## src/design/segment_hermite_interpolator_macros.svh

```systemverilog
// ----------------------------------------------------------------------------
// Segment Hermite interpolator assertion macros
// Shared assertion forms for the interpolator modules.
// ----------------------------------------------------------------------------
`ifndef SEGMENT_HERMITE_INTERPOLATOR_MACROS_SVH
`define SEGMENT_HERMITE_INTERPOLATOR_MACROS_SVH

// Condition in the same cycle.
`define SHI_ASSERT_IMP(label, clk, rst, ante, cons, msg) \
   label: assert property (@(posedge clk) disable iff (rst) (ante) |-> (cons)) \
      else $error(msg);

// Condition in the next cycle.
`define SHI_ASSERT_NXT(label, clk, rst, ante, cons, msg) \
   label: assert property (@(posedge clk) disable iff (rst) (ante) |=> (cons)) \
      else $error(msg);

`endif

```

## src/design/shi_pkg.sv

```systemverilog
// ----------------------------------------------------------------------------
// Segment Hermite interpolator package
// Widths, saturation limits and the word passed down the divider chain.
// ----------------------------------------------------------------------------
`timescale 1ns / 1ps
`default_nettype none

package shi_pkg;

   localparam int DATA_W = 32;
   localparam int WT_W   = 17;
   localparam int ACC_W  = 64;
   localparam int DS_W   = 66;
   localparam int Q_W    = 32;
   localparam int PP_W   = 65;
   localparam int P_W    = 97;
   localparam int N_W    = 99;
   localparam int MAG_W  = 98;

   localparam logic [WT_W-1:0]   WEIGHT_ONE = 17'h10000;
   localparam logic [DATA_W-1:0] SAT_MAX    = 32'h7FFF_FFFF;
   localparam logic [DATA_W-1:0] SAT_MIN    = 32'h8000_0000;

   typedef struct packed {
      logic              valid;
      logic              want;
      logic              degen;
      logic [DATA_W-1:0] value;
      logic              neg_x;
      logic              neg_y;
      logic              over_x;
      logic              over_y;
      logic [DS_W-1:0]   ds;
      logic [DS_W-1:0]   rem_x;
      logic [DS_W-1:0]   rem_y;
      logic [Q_W-1:0]    q_x;
      logic [Q_W-1:0]    q_y;
   } div_word_type;

endpackage

`default_nettype wire

```

## src/design/shi_div_cell.sv

```systemverilog
// ----------------------------------------------------------------------------
// Divider cell
// One restoring step for both gradient quotients, one quotient bit per cell.
// ----------------------------------------------------------------------------
`timescale 1ns / 1ps
`default_nettype none
`include "segment_hermite_interpolator_macros.svh"

module shi_div_cell (
   input  logic                 clock,
   input  logic                 reset,
   input  shi_pkg::div_word_type prev_word,
   output shi_pkg::div_word_type next_word
);

   localparam int DW = shi_pkg::DS_W;
   localparam int QW = shi_pkg::Q_W;

   shi_pkg::div_word_type word_ff, word_in;
   logic [DW:0] trial_x, trial_y;
   logic        take_x, take_y;

   // The top dividend bit enters the remainder; the quotient bit enters below.
   always_comb begin
      trial_x = {prev_word.rem_x, prev_word.q_x[QW-1]};
      trial_y = {prev_word.rem_y, prev_word.q_y[QW-1]};
      take_x  = trial_x >= {1'b0, prev_word.ds};
      take_y  = trial_y >= {1'b0, prev_word.ds};
      word_in = prev_word;
      word_in.rem_x = take_x ? DW'(trial_x - {1'b0, prev_word.ds}) : trial_x[DW-1:0];
      word_in.rem_y = take_y ? DW'(trial_y - {1'b0, prev_word.ds}) : trial_y[DW-1:0];
      word_in.q_x   = {prev_word.q_x[QW-2:0], take_x};
      word_in.q_y   = {prev_word.q_y[QW-2:0], take_y};
   end

   always_ff @(posedge clock) begin
      if (reset) begin
         word_ff <= '0;
      end else begin
         word_ff <= word_in;
      end
   end

   assign next_word = word_ff;

   `SHI_ASSERT_NXT(cell_valid_a, clock, reset, prev_word.valid, next_word.valid, "word lost in cell")
   `SHI_ASSERT_IMP(rem_x_a, clock, reset, next_word.valid && !next_word.over_x, next_word.rem_x < next_word.ds, "x remainder not below divisor")
   `SHI_ASSERT_IMP(rem_y_a, clock, reset, next_word.valid && !next_word.over_y, next_word.rem_y < next_word.ds, "y remainder not below divisor")

endmodule

`default_nettype wire

```

## config.mk

```make
export PLATFORM = sky130hd
export DESIGN_NAME = shi_div_cell
export DESIGN_NICKNAME = d
export VERILOG_FILES = /design/src/design/shi_pkg.sv /design/src/design/shi_div_cell.sv
export VERILOG_INCLUDE_DIRS = /design/src /design/src/design
export SDC_FILE = /design/constraint.sdc
export NUM_CORES = 1
export LEC_CHECK = 0
export BUFFER_PORTS_ARGS = -buffer_cell sky130_fd_sc_hd__buf_4
export CORE_AREA = 2 2 234 236
export DETAILED_ROUTE_END_ITERATION = 8
export DIE_AREA = 0 0 236 238
export GPL_TIMING_DRIVEN = 1
export PLACE_DENSITY_LB_ADDON = 0.25
export SETUP_SLACK_MARGIN = 0.1
export SYNTH_ARGS = -nofsm -noshare
export SYNTH_HDL_FRONTEND = slang
export SYNTH_SLANG_ARGS = --single-unit
```

## constraint.sdc

```tcl
create_clock -name clock -period 4.8 [get_ports clock]
set_input_delay 1.2 -clock clock [delete_from_list [all_inputs] [get_ports clock]]
set_output_delay 1.2 -clock clock [all_outputs]
set_load 0.05 [all_outputs]
```

# Yosys cells after proc, flatten, opt, wreduce, memory -nomap -nowiden
# Cells that the tools add are included.
# word_totals
reg_bits	301
word_cells	19
out_inout_bits	301
# op_classes
n_lt_le_gt_ge	2
add_sub_neg	2
mux	2
# op_table
cell	count
$ge A67 B66 Y1	2
$mux W66	2
$sub A66 B66 Y66	2

# Logic depth before layout (Yosys ltp)
# Gate-level depths: netlist of the first run.
# logic_depth
ltp_word	2
ltp_mapped	16

# Worst setup path after synthesis of the first run
# No wires, ideal clock.
# synth_timing
path_type	input -> register
startpoint	in prev_word[31] (netlist bit)
endpoint	reg word_ff (netlist bit next_word[128])
cell_stages	15
arrival_ns	4.176
path_slack_ns	0.555
required_time_ns	4.731
path_cell_list	inv_1 > ha_1 > inv_1 > fa_1 > a21o_1 > a21o_1 > a311o_2 > o2111a_2 > nor3_4 > o211a_1 > o311a_1 > nand3_1 > a221oi_2 > mux2_2 > o21ai_1
# synth_between
elab_chain_len	2
elab_cells_between_ends	3
# synth_rtl
item	line_no	source
start, declared	shi_div_cell.sv:12	input shi_pkg::div_word_type prev_word,
$sub A66 B66 Y66 / $ge A67 B66 Y1 (equally long branches)	shi_div_cell.sv:31, shi_div_cell.sv:28	
$mux W66 (*)	shi_div_cell.sv:31	word_in.rem_y = take_y ? DW'(trial_y - {1'b0, prev_word.ds}) : trial_y[DW-1:0];
end signal, assigned	shi_div_cell.sv:40	word_ff <= word_in;
end, declared	shi_div_cell.sv:19	shi_pkg::div_word_type word_ff, word_in;
# Mark *: on every way between the ends. The rest lies on a longest branch, timed or not.
# A chain may end at the register's enable or synchronous reset.

# Worst setup path in the final report of the first run
# layout_timing
startpoint	in prev_word[216] (netlist bit)
endpoint	reg word_ff (netlist bit next_word[125])
# Same word-level chain as after synthesis.

==> run metrics, run 1 <==
# rows 85; number of global-route vias before repair 16822; Setup violations, final 0; period utilization 89.48%; TritonCTS Buffers 36; Mapped Area 17210 µm²; cell types with the largest area share after synthesis dfxtp_1 35%, ha_1 9.6%, nor2_1 5.8%; global-route wire length before repair 102000 µm; proportion of netlist area held by the largest area contributor 35.02%; most instantiated flip-flop cell in the synthesis netlist dfxtp_1; Post-synth EDFFs 0; worst-path maximum fanout 7; worst slew margin relative to its limit 49.74%; Syn. warnings 0; most frequent cells after synthesis 301 x dfxtp_1, 267 x nor2_1, 147 x a21oi_1, 132 x ha_1, 114 x nor2b_1; Setup TNS Final 0 ps; count of H-tree levels built during CTS 2; post-CTS sizing 0; Yosys reg bits 301; cell accounting for the most synthesized area dfxtp_1; routability congestion estimate from global placement 0.9092; unrepaired setup endpoints after global routing no; critical hold path startpoint prev_word[297]; initial standard-cell utilization of the core 32.16%; total routing resource utilization after global routing 23.51%; arrival time at the worst endpoint 4750 ps; WHS Endpoint next_word[297]; Synth Area per Inst 8.463 µm²; hold buffer count at CTS 0; cell count after synthesis 2033; 1st-iter DRT viols 964; share of post-route cells with drive strength above 1 28.72%; area of the die 56170 µm²; measured slew at the worst slew-check pin 753.9 ps; number of buffers added on ports 603; minimum period implied by the final worst setup slack 4295 ps; final core utilization 44.88%; Post-CTS Repair Setup Buffers 0; Clock Path Buffers 3; TritonCTS clock tree done; max FFs per register 301; sequential cell area fraction in the yosys report 35.02%; kind of start point of the critical path primary input; outcome completed; nature of the critical path endpoint register; clock-pin slew on the worst setup and hold paths 60 ps; peak supply drop 0.2435 mV; count of different cell masters after synthesis 81; Worst Path Class, Setup in2reg; Max Cap Violations 0; relative area change from synthesis to final layout 39.55%; Via density 5.077; antenna violations before repair 5; post-synthesis async set-or-reset flop share 0%; area of the placeable core 53500 µm²; Hold Crit Class in2reg; Data required, critical path 5250 ps; count of final max-slew check failures 0; Clock Tree Root clkbuf_16; Peak Freq 0.2328 GHz; Syn Nets 2470; leakage dissipation 11.79 nW; number of placed I/O pins 604; Residual DRC 0; post-detail-place hpwl 57070 µm; Antenna Violating Nets Remaining 0; pin count of the biggest net entering global routing 107; power density of the placed cells 370.9 nW/µm²; post-DR wirelength/cell 20.53 µm; instance count along the most critical hold path 2; Die Height 238 µm; total via count in the routed design 17047; total congestion overflow after global routing 0; Post-Route WL 68930 µm; most repeated cell in the gate-level netlist after synthesis dfxtp_1; total number of clock tree sinks 301; nets@finish 3070; width of the chip 236 µm; count of final hold-check violations 0; First-pass DRT Iterations 5
## logic make-up (layout without fill, tap and decap cells)
family / after synthesis / count (layout) / synth area share, %
muxes: 88 / 88 / 5.134
adders and majority gates: 134 / 134 / 9.832
AOI/OAI and AO/OA: 505 / 505 / 19.49
other: 0 / 2 / 0
buffers and inverters: 217 / 844 / 5.418
DFF: 301 / 301 / 35.02
xor gates and xnor gates: 117 / 117 / 5.956
and+or+nand+nor: 671 / 671 / 19.15
## worst max-delay path, stage by stage
cell	delay (ps)
buf_4	110
inv_1	120
ha_1	340
a21oi_1	250
o21ai_0	240
nor2b_1	220
o2111ai_1	340
a31oi_1	440
buf_4	190
o41a_1	220
o21ai_1	160
a221o_1	400
a221oi_2	290
nand4b_1	140
o221ai_1	90
## how the worst max path moves through the flow
| stage | endpoint | startpoint | depth (start not counted) |
|---|---|---|---|
| global route | next_word[192] | prev_word[199] | 17 |
| detailed placement | next_word[128] | prev_word[31] | 17 |
| finish | next_word[125] | prev_word[216] | 15 |
| floorplan | next_word[128] | prev_word[31] | 15 |
| CTS | next_word[125] | prev_word[216] | 14 |
| global placement | next_word[128] | prev_word[31] | 17 |
## layer usage
metal | part of all wire [%] | global-route usage [%] | up-vias
li1 | - | - | 8306
met1 | 41 | 28.58 | 8048
met2 | 50 | 41.84 | 605
met3 | 6.7 | 5.194 | 84
met4 | 2.2 | 6.080 | 4
met5 | 0.039 | 0 | -
## power breakdown
part,switching [mW],internal (mW)
logic,2.01,1.15
registers,0.0857,2.73
clock network,1.16,1.77
## metrics by stage
| step | hold WS [ps] | total power [mW] | cell area [µm²] | instances | setup slack (ps) |
|---|---|---|---|---|---|
| floorplan | 1328 | 4.916 | 17210 | 2033 | 555.1 |
| global placement | 1410 | 6.004 | 22730 | 3291 | 44.76 |
| detailed placement | 1416 | 6.014 | 22730 | 3291 | 24.22 |
| CTS | 831.8 | 8.985 | 24010 | 3356 | 591.9 |
| global route | 843.7 | 9.294 | 24010 | 3358 | 358.8 |
| finish | 867.1 | 8.906 | 24010 | 3358 | 505.2 |
## layout make-up
type,instances,area [µm²]
Clock inverter,14,222.7
Timing Repair Buffer,676,5195
Sequential cell,301,6026
Multi-Input combinational cell,1515,10250
Clock buffer,51,1057
Fill cell,5321,29480
Tap cell,696,870.8
Inverter,103,386.6
Antenna cell,2,5.005
## cells in the final DEF, fill, tap and decap left out, types with 28 or more instances in the layout
master / n
buf_4: 666
dfxtp_1: 301
nor2_1: 267
a21oi_1: 147
ha_1: 132
nor2b_1: 114
inv_1: 103
nand2_1: 98
a21o_1: 87
mux2i_1: 86
o21ai_0: 72
xnor2_1: 71
nand4_1: 49
xor2_1: 46
a211oi_1: 43
clkbuf_16: 36
nand3_1: 30
nand2b_1: 28
(Power assumes the default switching activity.)
==> inputs of run 2 (changes only) <==
- REMOVE_ABC_BUFFERS: not set -> 1
==> run metrics, run 2 (synthesis results as in run 1) <==
total congestion overflow after global routing 0; number of placed I/O pins 604; Worst path top cell family by delay compound AO/OA/AOI/OAI gates; Max Cap Violations 0; 1st-iter DRT viols 913; Critical-path top delay cell o21ai_0; total routing resource utilization after global routing 22.88%; max incr delay on CP 460 ps; hold buffer count at CTS 0; critical hold path startpoint prev_word[290]; nets@finish 3078; pin count of the biggest net entering global routing 111; number of global-route vias before repair 16872; commonest non-fill, non-tap cells in the layout 676 x buf_4, 301 x dfxtp_1, 267 x nor2_1; total number of clock tree sinks 301; Clock Path Buffers 3; Hold Crit Class in2reg; arrival time at the worst endpoint 4820 ps; Data required, critical path 5200 ps; buffers and inverters on the worst path 6; power density of the placed cells 361.9 nW/µm²; Critical Path Start prev_word[63]; global-route wire length before repair 99620 µm; share of post-route cells with drive strength above 1 28.89%; count of final max-slew check failures 0; nature of the critical path endpoint register; outcome completed; First-pass DRT Iterations 7; Post-CTS Repair Setup Buffers 0; most common cell after layout, fill and taps aside buf_4; post-detail-place hpwl 55410 µm; area of the die 56170 µm²; Antenna Violating Nets Remaining 0; worst slack after detailed placement -125.0 ps; Peak Freq 0.2263 GHz; number of buffers added on ports 603; count of final hold-check violations 0; worst-path maximum fanout 4; post-DR wirelength/cell 19.98 µm; final worst setup slack 380.9 ps; Inserted Diodes 0; width of the chip 236 µm; clock-pin slew on the worst setup and hold paths 60 ps; Power, Total 8.663 mW; TritonCTS Buffers 36; initial standard-cell utilization of the core 32.16%; Clock Tree Root clkbuf_16; leakage dissipation 11.77 nW; final core utilization 44.74%; measured slew at the worst slew-check pin 717.1 ps; max FFs per register 301; peak supply drop 0.2668 mV; Residual DRC 0; Setup violations, final 0; routability congestion estimate from global placement 0.9212; period utilization 92.06%; cell-by-cell trace of the critical path buf_4 > inv_1 > ha_1 > inv_1 > fa_1 > a211oi_1 > buf_4 > o21ai_1 > o2111ai_1 > a211oi_1 > o21ai_0 > buf_4 > a21oi_1 > o21ai_1 > buf_4 > o21ai_0 > a21oi_1 > o21ai_1 > a21oi_1; most frequent CP cell buf_4; unrepaired setup endpoints after global routing no; relative area change from synthesis to final layout 39.11%; minimum period implied by the final worst setup slack 4419 ps; Worst Path Class, Setup in2reg; kind of start point of the critical path primary input; count of H-tree levels built during CTS 2; total via count in the routed design 16969; Die Height 238 µm; area of the placeable core 53500 µm²; worst slew margin relative to its limit 52.20%; # rows 85; post-CTS sizing 0; TritonCTS clock tree done; antenna violations before repair 1; Via density 5.043; Post-Route WL 67230 µm
-- run 2: cell count changes in the layout (fill, tap and decap cells not counted), sizes merged, moves of 3 or more --
| cell | change |
|---|---|
| buf | +8 |
| bufinv | -3 |
| inv | -3 |
| clkinv | +7 |
-- run 2: layer usage --
metal,part of all wire [%],vias to the layer above,routed length [µm],GRT usage (%)
met5,0.019,-,13,0
met4,4.3,2,2895,9.979
met3,7.6,126,5116,5.449
met2,48,623,32160,39.50
met1,40,7897,27040,27.04
li1,-,8321,-,-
-- run 2: path summary, 6_finish.rpt --
check | cells past startpoint | end | slack (ps)
max | 19 | next_word[192] | 380
min | 2 | next_word[290] | 870
-- run 2: where the power goes --
part	total [mW]	switching (mW)	internal, mW
combinational	3.17	2.01	1.16
clock	2.69	1.14	1.55
sequential	2.81	0.0767	2.73
-- run 2: through the flow --
stage / std cells / TNS, ps / area (µm²) / hold slack (ps)
after global placement: 3299 / -161.5 / 22760 / 1409
after CTS: 3365 / 0 / 23930 / 829.4
after floorplan: 1919 / -217980 / 16660 / 1265
after global routing: 3365 / 0 / 23930 / 840.7
after detailed placement: 3299 / -205.3 / 22760 / 1417
final: 3365 / 0 / 23930 / 865.0
-- run 2: layout make-up --
class                      instances  area (µm²)
fill                            5294       29560
multi-input combinational       1515       10250
sequential                       301        6026
timing repair buffer             684        5230
clock buffer                      49        1010
tap                              696       870.8
inverter                         103       386.6
clock inverter                    17       163.9
==> inputs of run 3 (changes only) <==
- clock period: 4.8 -> 4.6 ns (I/O delays scaled with it)
==> run metrics, run 3 (synthesis results as in run 1) <==
leakage dissipation 11.92 nW; total routing resource utilization after global routing 22.95%; count of final hold-check violations 0; count of filler cells inserted in the layout 5225; relative area change from synthesis to final layout 40.54%; peak supply drop 0.2583 mV; Clock Path Buffers 3; global-route wire length before repair 99970 µm; Via density 5.096; Peak Freq 0.2407 GHz; unrepaired setup endpoints after global routing no; Setup violations, final 0; power density of the placed cells 379.9 nW/µm²; period utilization 90.31%; area of the placeable core 53500 µm²; number of global-route vias before repair 16859; worst slew margin relative to its limit 34.85%; post-detail-place hpwl 55530 µm; commonest non-fill, non-tap cells in the layout 697 x buf_4, 301 x dfxtp_1, 267 x nor2_1; max FFs per register 301; placed instance area 22980 µm²; total congestion overflow after global routing 0; Clock Tree Root clkbuf_16; post-CTS sizing 0; 1st-iter DRT viols 967; count of H-tree levels built during CTS 2; initial standard-cell utilization of the core 32.16%; First-pass DRT Iterations 5; Data required, critical path 4990 ps; share of post-route cells with drive strength above 1 29.52%; kind of start point of the critical path primary input; outcome completed; routability congestion estimate from global placement 0.9198; Max Cap Violations 0; post-route design area 24180 µm²; Hold Crit Class in2reg; width of the chip 236 µm; Hold WS 798.5 ps; Antenna Violating Nets Remaining 0; minimum period implied by the final worst setup slack 4154 ps; Worst Path Class, Setup in2reg; arrival time at the worst endpoint 4540 ps; Post-Route WL 67990 µm; total via count in the routed design 17264; nature of the critical path endpoint register; hold buffer count at CTS 0; most common cell after layout, fill and taps aside buf_4; number of placed I/O pins 604; worst-path maximum fanout 4; TritonCTS Buffers 36; Die Height 238 µm; # rows 85; nets@finish 3102; post-DR wirelength/cell 20.07 µm; antenna violations before repair 3; TritonCTS clock tree done; total number of clock tree sinks 301; flip-flop and latch area 6026 µm²; measured slew at the worst slew-check pin 977.2 ps; combined area of the multi-input logic cells 10250 µm²; pin count of the biggest net entering global routing 136; area of the die 56170 µm²; Residual DRC 0; count of final max-slew check failures 0; clock-pin slew on the worst setup and hold paths 60 ps; Post-CTS Repair Setup Buffers 0; number of buffers added on ports 603
-- run 3: path summary, 6_finish.rpt --
check,startpoint,end,slack [ps],depth (start not counted)
setup / recovery,prev_word[196],next_word[192],450,19
hold / removal,prev_word[281],next_word[281],800,2
-- run 3: worst max-delay path, cell delays in order --
cell	delay (ps)
buf_4	120
buf_4	120
ha_1	200
inv_1	70
fa_1	260
a211oi_1	100
buf_4	140
o21ai_1	170
o2111ai_1	190
a211oi_1	420
o21ai_0	140
buf_4	170
a21oi_1	320
o21ai_1	130
buf_4	170
o21ai_0	320
a21oi_1	120
o21ai_1	150
a21oi_1	80
-- run 3: metal layers --
metal	track usage, %	vias up	share of wire [%]
li1	-	8376	-
met1	27.24	8105	40
met2	39.37	659	48
met3	5.565	122	7.8
met4	10.11	2	4.1
met5	0	-	0.024
-- run 3: final cells by class --
cell class | instances | share of cell area (%)
diodes | 2 | 0.02070
clock buffers | 46 | 4.088
clock inverters | 17 | 0.8641
inverters | 103 | 1.599
multi-input cells | 1515 | 42.38
flip-flops and latches | 301 | 24.92
well taps | 696 | 3.601
repair buffers | 708 | 22.53
-- run 3: per-stage QoR --
step	instances	util, %	power, mW	setup WS (ps)	TNS [ps]
6_report	3388	45.20	9.186	445.8	0
5_1_grt	3388	45.20	9.593	122.2	0
3_3_place_gp	3323	42.95	6.299	-103.4	-157.2
4_1_cts	3386	45.19	9.274	470.9	0
3_5_place_dp	3323	42.95	6.312	-122.7	-365.3
2_1_floorplan	1919	-	5.086	-2045	-238080
-- run 3: power breakdown --
group	total, mW	switching (mW)	internal [mW]
combinational	3.34	2.10	1.23
sequential	2.94	0.0858	2.85
clock	2.91	1.21	1.70
